`config.mk`:
```
export PLATFORM = sky130hd
export DESIGN_NAME = drop_launch_arming_sequencer_unit
export DESIGN_NICKNAME = d
export VERILOG_FILES = /design/src/rtl/dlas_pkg.sv /design/src/rtl/drop_launch_arming_sequencer_unit.sv /design/src/rtl/dlas_step.sv
export SDC_FILE = /design/constraint.sdc
export NUM_CORES = 1
export LEC_CHECK = 0
export BUFFER_PORTS_ARGS = -buffer_cell sky130_fd_sc_hd__buf_2
export CORE_UTILIZATION = 51
export DETAILED_ROUTE_END_ITERATION = 10
export PLACE_DENSITY = 0.85
export SYNTH_ARGS = -nofsm -noshare
export SYNTH_HDL_FRONTEND = slang
export SYNTH_SLANG_ARGS = --single-unit
```
`constraint.sdc`:
```
create_clock -name clk -period 4.45 [get_ports clk]
set_input_delay 0.89 -clock clk [delete_from_list [all_inputs] [get_ports clk]]
set_output_delay 0.89 -clock clk [all_outputs]
set_load 0.03 [all_outputs]
```
`src/rtl/dlas_pkg.sv`:
```
// dlas_pkg: types, codes and reset constants for the drop launch arming sequencer
// used by dlas_step and drop_launch_arming_sequencer_unit; no dependencies
package dlas_pkg;

	typedef enum logic [2:0] {
		MODE_IDLE    = 3'd0,
		MODE_AUTH    = 3'd1,
		MODE_RELWAIT = 3'd2,
		MODE_ARMACQ  = 3'd3,
		MODE_HOVER   = 3'd4,
		MODE_ARMED   = 3'd5,
		MODE_HANDOFF = 3'd6
	} mode_t;

	typedef enum logic [1:0] {
		ACT_UPDATE  = 2'd0,
		ACT_AUTH    = 2'd1,
		ACT_RELEASE = 2'd2,
		ACT_ABORT   = 2'd3
	} action_t;

	localparam int unsigned ThreshW = 14;
	localparam int unsigned SpanW   = 31;
	localparam int unsigned RateW   = 12;
	localparam int unsigned TimeW   = 32;

	typedef enum logic [1:0] {
		REG_FF_THRESH  = 2'd0,
		REG_FF_CONFIRM = 2'd1,
		REG_HOVER_SPAN = 2'd2,
		REG_RATE_LIMIT = 2'd3
	} reg_idx_t;

	localparam logic [ThreshW-1:0] FfThreshReset  = 14'd300;
	localparam logic [SpanW-1:0]   FfConfirmReset = 31'd100000;
	localparam logic [SpanW-1:0]   HoverSpanReset = 31'd500000;
	localparam logic [RateW-1:0]   RateLimitReset = 12'd30;

	typedef struct packed {
		logic [ThreshW-1:0] ff_thresh;
		logic [SpanW-1:0]   ff_confirm;
		logic [SpanW-1:0]   hover_span;
		logic [RateW-1:0]   rate_limit;
	} cfg_t;

	typedef struct packed {
		action_t            action;
		logic [TimeW-1:0]   now_us;
		logic               armed;
		logic               failsafe;
		logic               accel_valid;
		logic [ThreshW-1:0] accel_mag;
		logic [RateW-1:0]   roll_rate;
		logic [RateW-1:0]   pitch_rate;
		logic [RateW-1:0]   yaw_rate;
		logic               arm_try_ok;
	} item_t;

	typedef struct packed {
		mode_t            mode;
		logic             ff_pending;
		logic [TimeW-1:0] ff_start;
		logic             hv_pending;
		logic [TimeW-1:0] hv_start;
	} state_t;

	typedef struct packed {
		logic  arm_request;
		logic  suppress_pilot_hold;
		logic  wants_alt_pos_hold;
		logic  wants_angle;
		logic  suppress_pilot_input;
		logic  owns_arming;
		logic  accepted;
		mode_t mode;
	} result_t;

endpackage

```
`src/rtl/drop_launch_arming_sequencer_unit.sv`:
```
// drop_launch_arming_sequencer_unit: top level of the drop launch arming sequencer
// holds input, state and result registers; depends on dlas_pkg and dlas_step
//
// Each accepted input word is registered, run through combinational compare and
// subtract logic against the held mode and timers, and its single result word is
// registered on the master side. One word is accepted per clock unless both
// registers are full and the master side stalls. While a result waits, one
// more word can be held in the input register before the input side stalls.
// Mode and timer state advance only when a word passes the step logic, so
// results keep input order. Configuration writes apply on the next clock and
// should be made while idle.
module drop_launch_arming_sequencer_unit (
	input  logic        clk,
	input  logic        arst_n,
	input  logic        cfg_wr_en,
	input  logic [1:0]  cfg_addr,
	input  logic [30:0] cfg_wdata,
	input  logic        s_tvalid,
	output logic        s_tready,
	// now_us[31:0], armed, failsafe, accel_valid, accel_magnitude_mg[13:0],
	// roll_rate_dps[11:0], pitch_rate_dps[11:0], yaw_rate_dps[11:0], arm_try_ok, zero pad
	input  logic [87:0] s_tdata,
	// action[1:0]
	input  logic [1:0]  s_tuser,
	output logic        m_tvalid,
	input  logic        m_tready,
	// mode[2:0], accepted, owns_arming, suppress_pilot_input, wants_angle,
	// wants_alt_pos_hold, suppress_pilot_hold, arm_request, zero pad
	output logic [15:0] m_tdata
);

	dlas_pkg::cfg_t    cfg_q;
	dlas_pkg::state_t  state_q;
	dlas_pkg::state_t  state_nxt;
	dlas_pkg::item_t   item_s1;
	dlas_pkg::item_t   item_in;
	dlas_pkg::result_t res;
	dlas_pkg::result_t res_s2;
	logic              valid_s1;
	logic              valid_s2;
	logic              advance;

	assign item_in.action      = dlas_pkg::action_t'(s_tuser);
	assign item_in.now_us      = s_tdata[31:0];
	assign item_in.armed       = s_tdata[32];
	assign item_in.failsafe    = s_tdata[33];
	assign item_in.accel_valid = s_tdata[34];
	assign item_in.accel_mag   = s_tdata[48:35];
	assign item_in.roll_rate   = s_tdata[60:49];
	assign item_in.pitch_rate  = s_tdata[72:61];
	assign item_in.yaw_rate    = s_tdata[84:73];
	assign item_in.arm_try_ok  = s_tdata[85];

	assign advance  = valid_s1 && (!valid_s2 || m_tready);
	assign s_tready = !valid_s1 || advance;
	assign m_tvalid = valid_s2;
	assign m_tdata  = {6'd0, res_s2};

	always_ff @(posedge clk or negedge arst_n) begin
		if (!arst_n) begin
			cfg_q.ff_thresh  <= dlas_pkg::FfThreshReset;
			cfg_q.ff_confirm <= dlas_pkg::FfConfirmReset;
			cfg_q.hover_span <= dlas_pkg::HoverSpanReset;
			cfg_q.rate_limit <= dlas_pkg::RateLimitReset;
		end else if (cfg_wr_en) begin
			unique case (dlas_pkg::reg_idx_t'(cfg_addr))
				dlas_pkg::REG_FF_THRESH:  cfg_q.ff_thresh  <= cfg_wdata[dlas_pkg::ThreshW-1:0];
				dlas_pkg::REG_FF_CONFIRM: cfg_q.ff_confirm <= cfg_wdata[dlas_pkg::SpanW-1:0];
				dlas_pkg::REG_HOVER_SPAN: cfg_q.hover_span <= cfg_wdata[dlas_pkg::SpanW-1:0];
				dlas_pkg::REG_RATE_LIMIT: cfg_q.rate_limit <= cfg_wdata[dlas_pkg::RateW-1:0];
				default: begin
				end
			endcase
		end
	end

	always_ff @(posedge clk or negedge arst_n) begin
		if (!arst_n) begin
			valid_s1 <= 1'b0;
		end else if (s_tready) begin
			valid_s1 <= s_tvalid;
		end
	end

	always_ff @(posedge clk) begin
		if (s_tvalid && s_tready) begin
			item_s1 <= item_in;
		end
	end

	dlas_step u_step (
		.item (item_s1),
		.st   (state_q),
		.cfg  (cfg_q),
		.nxt  (state_nxt),
		.res  (res)
	);

	always_ff @(posedge clk or negedge arst_n) begin
		if (!arst_n) begin
			state_q.mode       <= dlas_pkg::MODE_IDLE;
			state_q.ff_pending <= 1'b0;
			state_q.ff_start   <= '0;
			state_q.hv_pending <= 1'b0;
			state_q.hv_start   <= '0;
			valid_s2           <= 1'b0;
		end else if (advance) begin
			state_q  <= state_nxt;
			valid_s2 <= 1'b1;
		end else if (m_tready) begin
			valid_s2 <= 1'b0;
		end
	end

	always_ff @(posedge clk) begin
		if (advance) begin
			res_s2 <= res;
		end
	end

	a_ff_pending_mode: assert property (@(posedge clk) disable iff (!arst_n)
		state_q.ff_pending |-> state_q.mode == dlas_pkg::MODE_RELWAIT)
		else $error("freefall timer running outside release wait");

	a_hv_pending_mode: assert property (@(posedge clk) disable iff (!arst_n)
		state_q.hv_pending |->
			(state_q.mode == dlas_pkg::MODE_HOVER || state_q.mode == dlas_pkg::MODE_ARMED))
		else $error("hover timer running outside hover entry or armed");

	a_accepted_mode: assert property (@(posedge clk) disable iff (!arst_n)
		(valid_s2 && res_s2.accepted) |->
			(res_s2.mode == dlas_pkg::MODE_AUTH || res_s2.mode == dlas_pkg::MODE_RELWAIT))
		else $error("accepted command left an unexpected mode");

	a_state_holds: assert property (@(posedge clk) disable iff (!arst_n)
		!advance |=> $stable(state_q))
		else $error("state changed without a word passing");

	a_stall_blocks: assert property (@(posedge clk) disable iff (!arst_n)
		(valid_s1 && valid_s2 && !m_tready) |-> !s_tready)
		else $error("input taken while both stages are full and stalled");

endmodule

```
`src/rtl/dlas_step.sv`:
```
// dlas_step: next-state and result logic for one word of the sequencer
// depends on dlas_pkg
module dlas_step (
	input  dlas_pkg::item_t   item,
	input  dlas_pkg::state_t  st,
	input  dlas_pkg::cfg_t    cfg,
	output dlas_pkg::state_t  nxt,
	output dlas_pkg::result_t res
);

	logic [dlas_pkg::TimeW-1:0] ff_diff;
	logic [dlas_pkg::TimeW-1:0] hv_diff;
	logic                       ff_done;
	logic                       hv_done;
	logic                       rates_high;
	logic                       accel_high;
	logic                       accepted;
	logic                       arm_req;
	dlas_pkg::mode_t            abort_mode;

	assign ff_diff = item.now_us - st.ff_start;
	assign hv_diff = item.now_us - st.hv_start;
	// wrapped difference at or above half range counts as negative
	assign ff_done = !ff_diff[dlas_pkg::TimeW-1] &&
		(ff_diff[dlas_pkg::SpanW-1:0] >= cfg.ff_confirm);
	assign hv_done = !hv_diff[dlas_pkg::TimeW-1] &&
		(hv_diff[dlas_pkg::SpanW-1:0] >= cfg.hover_span);
	assign rates_high = (item.roll_rate > cfg.rate_limit) ||
		(item.pitch_rate > cfg.rate_limit) || (item.yaw_rate > cfg.rate_limit);
	assign accel_high = !item.accel_valid || (item.accel_mag >= cfg.ff_thresh);
	assign abort_mode = (item.armed && st.mode != dlas_pkg::MODE_IDLE) ?
		dlas_pkg::MODE_HANDOFF : dlas_pkg::MODE_IDLE;

	always_comb begin
		nxt      = st;
		accepted = 1'b0;
		arm_req  = 1'b0;
		unique case (item.action)
			dlas_pkg::ACT_AUTH: begin
				if (st.mode == dlas_pkg::MODE_IDLE && !item.armed && !item.failsafe) begin
					nxt.mode = dlas_pkg::MODE_AUTH;
					accepted = 1'b1;
				end
			end
			dlas_pkg::ACT_RELEASE: begin
				if (st.mode == dlas_pkg::MODE_AUTH && !item.armed && !item.failsafe) begin
					nxt.mode       = dlas_pkg::MODE_RELWAIT;
					nxt.ff_pending = 1'b0;
					nxt.ff_start   = '0;
					accepted       = 1'b1;
				end
			end
			dlas_pkg::ACT_ABORT: begin
				nxt.mode       = abort_mode;
				nxt.ff_pending = 1'b0;
				nxt.ff_start   = '0;
				nxt.hv_pending = 1'b0;
				nxt.hv_start   = '0;
			end
			default: begin
				if (item.failsafe) begin
					nxt.mode       = abort_mode;
					nxt.ff_pending = 1'b0;
					nxt.ff_start   = '0;
					nxt.hv_pending = 1'b0;
					nxt.hv_start   = '0;
				end else begin
					unique case (st.mode)
						dlas_pkg::MODE_RELWAIT: begin
							if (accel_high) begin
								nxt.ff_pending = 1'b0;
								nxt.ff_start   = '0;
							end else if (!st.ff_pending) begin
								nxt.ff_pending = 1'b1;
								nxt.ff_start   = item.now_us;
							end else if (ff_done) begin
								nxt.ff_pending = 1'b0;
								nxt.ff_start   = '0;
								if (!item.armed) begin
									nxt.mode = dlas_pkg::MODE_ARMACQ;
								end
							end
						end
						dlas_pkg::MODE_ARMACQ: begin
							arm_req = !item.armed;
							if (item.armed || item.arm_try_ok) begin
								nxt.mode       = dlas_pkg::MODE_HOVER;
								nxt.hv_pending = 1'b0;
								nxt.hv_start   = '0;
							end
						end
						dlas_pkg::MODE_HOVER, dlas_pkg::MODE_ARMED: begin
							if (!item.armed) begin
								nxt.mode       = dlas_pkg::MODE_IDLE;
								nxt.hv_pending = 1'b0;
								nxt.hv_start   = '0;
							end else if (rates_high) begin
								nxt.hv_pending = 1'b0;
								nxt.hv_start   = '0;
							end else if (!st.hv_pending) begin
								nxt.hv_pending = 1'b1;
								nxt.hv_start   = item.now_us;
							end else if (hv_done) begin
								nxt.mode       = dlas_pkg::MODE_ARMED;
								nxt.hv_pending = 1'b0;
								nxt.hv_start   = '0;
							end
						end
						dlas_pkg::MODE_HANDOFF: begin
							if (!item.armed) begin
								nxt.mode = dlas_pkg::MODE_IDLE;
							end
						end
						default: begin
						end
					endcase
				end
			end
		endcase
	end

	always_comb begin
		res                      = '0;
		res.mode                 = nxt.mode;
		res.accepted             = accepted;
		res.arm_request          = arm_req;
		res.owns_arming          = (nxt.mode == dlas_pkg::MODE_ARMACQ) ||
			(nxt.mode == dlas_pkg::MODE_HOVER) || (nxt.mode == dlas_pkg::MODE_ARMED) ||
			(nxt.mode == dlas_pkg::MODE_HANDOFF);
		res.suppress_pilot_input = (nxt.mode == dlas_pkg::MODE_AUTH) ||
			(nxt.mode == dlas_pkg::MODE_RELWAIT) || (nxt.mode == dlas_pkg::MODE_ARMACQ) ||
			(nxt.mode == dlas_pkg::MODE_HOVER) || (nxt.mode == dlas_pkg::MODE_ARMED);
		res.wants_angle          = (nxt.mode == dlas_pkg::MODE_HOVER) ||
			(nxt.mode == dlas_pkg::MODE_ARMED) || (nxt.mode == dlas_pkg::MODE_HANDOFF);
		res.wants_alt_pos_hold   = (nxt.mode == dlas_pkg::MODE_ARMED);
		res.suppress_pilot_hold  = res.wants_angle;
	end

endmodule

```
Word-level counts from Yosys, hierarchy flattened
Index checks and enable logic that the tools add are counted.
Cells by class
  add/subtract/negate cells: 2
  order comparisons: 6
  equality and inequality tests: 22
  multiplexer cells: 32
  bitwise operators: 3
  reduce and logical (&&, ||, !) cells: 48
Operators by type and width (count)
  $mux 33: 8
  $pmux 33 s2: 2
  $pmux 33 s3: 1
  $mux 36: 2
  $mux 69: 1
  $sub 32x32->32: 2
  $ge 31x31->1: 2
  $gt 12x12->1: 3
  $mux 3: 11
  $eq 3x3->1 const B: 6
  $logic_or 1x1->1: 15
  $ge 14x14->1: 1
  $eq 3x2->1 const B: 4
  $pmux 3 s4: 1
  $reduce_and 5->1: 2
  $logic_and 1x1->1: 9
  $pmux 3 s3: 1
  $eq 2x2->1 const B: 4
  $reduce_and 2->1: 4
  $reduce_and 4->1: 2
  $reduce_bool 4->1: 2
  $logic_not 1->1: 7
  $ne 7x4->1 const B: 1
  $eq 3x1->1 const B: 2
  other kinds (13): 20
Storage, ports and cells
  register bits after elaboration: 256
  bits of input ports: 128
  output and inout bits: 18
  word-level logic and storage cells: 141

Logic depth before layout (Yosys ltp)
  depth after elaboration: 15
  depth in mapped cells: 22
  gate-level depth less buffers: 22

Cells and area by module
Synthesis repeated with hierarchy kept, for this count alone.
Second synthesis, totals
  cell total of the unflattened synthesis: 1501
  area, all modules: 16356.9 um2
Modules (own cells, without submodules)
  drop_launch_arming_sequencer_unit: times used 1, cells an instance 447, area each 8957.3 um2, seq. area each 6947.9 um2
  dlas_step: times used 1, cells an instance 1054, area each 7399.6 um2, seq. area each 0.0 um2

Worst setup path before layout
OpenSTA, ideal clock, no wires.
  path type: register -> register
  from: register item_s1[54] (netlist bit)
  to: register state_q[34] (netlist bit)
  setup time: 0.066 ns
  data arrival time: 4.515 ns
  required time: 4.384 ns
  setup slack: -0.131 ns
  cell stages (with the launch flop): 23
  buffers on the path: 1
  period minus slack after synthesis: 4.581 ns
  cells stage by stage: edfxtp_1 -> inv_1 -> ha_1 -> fa_1 -> nor2b_1 -> o21a_1 -> o21ai_0 -> a2111oi_0 -> o21ai_0 -> nor2b_1 -> o31a_1 -> a31oi_1 -> xor2_1 -> ha_1 -> a21o_1 -> a21o_1 -> a21oi_1 -> o21ai_0 -> a21oi_1 -> nor2b_1 -> o31ai_2 -> buf_2 -> a22o_1
On the way
  cells in the longest elaborated chain, start to end: 5
  elaborated cells between the ends (all ways): 6
  classes of those cells: add/sub (1); order compare (1); eq/ne (1); reduce/logical (3)
RTL lines
  start, declared: line drop_launch_arming_sequencer_unit.sv:35  | dlas_pkg::item_t item_s1;
  start signal, assigned: line drop_launch_arming_sequencer_unit.sv:87  | item_s1 <= item_in;
  $sub 32x32->32 *: line dlas_step.sv:21  | assign ff_diff = item.now_us - st.ff_start;
  $ge 31x31->1 / $logic_not 1->1 (equally long branches): line dlas_step.sv:25, dlas_step.sv:24
  $logic_and 1x1->1 *: line dlas_step.sv:24  | assign ff_done = !ff_diff[dlas_pkg::TimeW-1] &&
  $ne 6x1->1 (no line) *
  $reduce_and 5->1 (no line) *
  end signal, assigned: line drop_launch_arming_sequencer_unit.sv:108  | state_q <= state_nxt;
  end, declared: line drop_launch_arming_sequencer_unit.sv:33  | dlas_pkg::state_t state_q;
Mark *: on every way between the ends. The rest lies on a longest branch, timed or not.
A chain may end at the register's enable or synchronous reset.

==> run summary <==
Mapped cell area - 15,300 µm²
Final #Nets - 2,016
Rel. slew slack - 46.1%
DP Wirelength - 27,300 µm
Initial antenna violation count - 3
Post-synth top area share - 22.6%
Setup TNS - -27,070 ps
Run status - finished with violations
HP Class - in -> async
Placed cells - 2,039
Layout Skew - 22.2 ps
Power Density - 404 nW/µm²
Synth Register Bits - 256
Leak - 8.59 nW
Global-route wire length before repair - 62,300 µm
Startpoint types - flip-flop
Final worst slack - -510 ps
Synthesized area per cell - 10.8 µm²
Die Y - 175 µm
Layout Cells excl Fill - 2,122
Final setup fails - 72
Worst Path Arrival - 5260 ps
DIE AREA - 30,700 µm²
# rows - 63
CTS sink count - 256
Tightest Pin Transition - 809 ps
IO Pins - 146
Post-Syn Instances - 1,418
Overflow after GRT - 0
Synth cell types - 73
CP endpoint kind - flip-flop
Die X - 175 µm
Vias in the first global route - 12.4k
Cts-stage hold buffer count - 0
Clock transition at the registers of the reported paths - 70 ps
Final GP Congestion - 0.965
TritonCTS buffer count - 27
Ranking of synthesized cells by area - dfrtp_1 (23%), edfxtp_1 (19%), ha_1 (15%), mux2_2 (5.7%), inv_1 (4.4%)
Max-slew violation count - 0
Max cap viols - 0
Count leader, synth - inv_1
Hold WS - 419 ps
Largest fanout on the critical path - 4
DR vias - 12.4k
Cell accounting for the most synthesized area - dfrtp_1
Average vias per placed instance - 5.82
Layout area overhead - 23.2%
Length of the first detailed-routing pass in iterations - 7
Max incr delay on CP - 400 ps
Share of cells above drive strength 1 - 29.4%
Remaining DRCs - 0
GRT Total Usage - 25.5%
Largest net degree at the start of global routing - 86
Final wirelength - 39,900 µm
Crit-path slowest cell - edfxtp_1
Root buf cell - clkbuf_16
Post-synth ARST share - 62.1%
Max Buffers Root-to-Sink - 3
Ys flop type - dfrtp_1
Fill count - 2,149
Worst VDD drop - 0.338 mV
CP required - 4750 ps
RSZ-0062 raised after global routing - true
Max Clock Freq - 0.202 GHz
Seq/Total Area, Yosys - 45.3%
Placed cell area - 17,300 µm²
Post-route minimum period - 4960 ps
H-tree depth - 1
Hold Vio Cnt, Final - 0
Buffers on Ports - 137
Crit share post-route - 111%
Setup CP Type - reg -> reg
Wirelength per Cell - 18.8 µm
Worst-path cell chain - buf_4 > inv_2 > buf_4 > fa_2 > nor2b_2 > o31a_1 > a211oi_2 > nor4_2 > o211ai_1 > buf_4 > nand3b_1 > a21o_1 > a21oi_2 > xnor2_2 > ha_1 > and4_1 > and4_4 > a31oi_4 > o211ai_1 > a21oi_2 > a211oi_4 > a21oi_2 > a21boi_2 > o21a_1
ANT nets after route - 0
Warnings from Yosys - 0
Core footprint - 29,600 µm²
Number of synthesized flops with an enable pin - 97
Failing checks - setup timing
CTS tree - done
Post-synth top cells - inv_1 (181), ha_1 (178), dfrtp_1 (138)
DRT iter0 DRCs - 984
Worst skew pair latency - 560 ps
Starting Density - 51.7%
Final Instance Area - 18,800 µm²
==> flip-flops by register name (all words and copies together) (netlist names) <==
register	count
valid_s1	1
cfg_q	88
m_tdata	9
item_s1	88
state_q	69
m_tvalid	1
==> routing by layer <==
layer | up-vias | global-route usage [%] | part of all wire [%]
met1 | 5947 | 31.9 | 40
met4 | 0 | 10.7 | 4.3
li1 | 5713 | - | -
met2 | 561 | 43.4 | 48
met3 | 135 | 4.24 | 6.9
met5 | - | 0 | 0
==> cells in the final DEF, fill, tap and decap left out, drive strengths merged, types with 15 or more instances in the layout <==
cell,instances
nor2,49
nand2,80
xnor2,37
mux2,78
buf,294
a21o,34
a21oi,98
dfrtp,138
dfstp,21
clkbuf,35
ha,178
inv,185
a22o,64
nand3,26
edfxtp,97
xor2,15
o21ai,67
nand4,20
==> critical path, delay by kind of cell (launching register included) <==
kind | cells | cell delay, ps
compound gates | 12 | 2500
xor+xnor | 1 | 100
fa+ha+maj | 2 | 550
buf+inv | 4 | 500
flops | 1 | 400
simple gates | 5 | 620
==> area by class of cell <==
cell class / count / area, µm² / area share (%)
Antenna cell: 3 / 7.51 / 0.0399
Clock buffer: 33 / 738 / 3.92
Clock inverter: 17 / 136 / 0.724
Inverter: 181 / 679 / 3.61
Multi-Input combinational cell: 946 / 7810 / 41.5
Sequential cell: 256 / 6920 / 36.7
Tap cell: 390 / 488 / 2.59
Timing Repair Buffer: 296 / 2050 / 10.9
==> metrics by stage <==
step                total power, mW  utilization [%]  worst slack [ps]
CTS                            7.47             62.7              -501
detailed placement             5.10             58.6              -491
global route                   7.99             63.7              -679
finish                         7.60             63.7              -510
global placement               4.97             58.6              -435
floorplan                      4.35                -              26.9
==> what timing repair did <==
item,4_1_cts,5_1_grt
pin swaps,64,60
setup buffers,17,9
setup endpoints to repair,72,72
gates cloned,3,3
gates resized for setup,44,33
==> cells by family after synthesis <==
family | Yosys count | share of synthesized area (%)
xor gates and xnor gates | 52 | 2.98
and+or+nand+nor | 267 | 8.96
buffers and inverters | 221 | 5.87
muxes | 78 | 5.75
AOI/OAI and AO/OA | 362 | 16.2
adders and majority gates | 181 | 14.9
DFF | 256 | 45.3
other | 1 | 0.0245
==> where the power goes <==
group          switching, mW  internal, mW  leakage, nW
sequential             0.165          2.76         2.93
clock                  0.971          1.25        0.428
combinational           1.35          1.11         5.24
==> worst paths after layout <==
kind / from / to / slack (ps) / cells past startpoint
setup / recovery: item_s1[55] / m_tdata[5] / -510 / 24
hold / removal: arst_n / state_q[59] / 420 / 1
setup reg to reg: item_s1[55] / m_tdata[5] / -510 / 24
hold reg to reg: valid_s1 / m_tvalid / 500 / 1
max in group asynchronous: arst_n / cfg_q[4] / 3110 / 2
min in group clk: s_tdata[41] / item_s1[43] / 500 / 1
(Power assumes the default switching activity.)
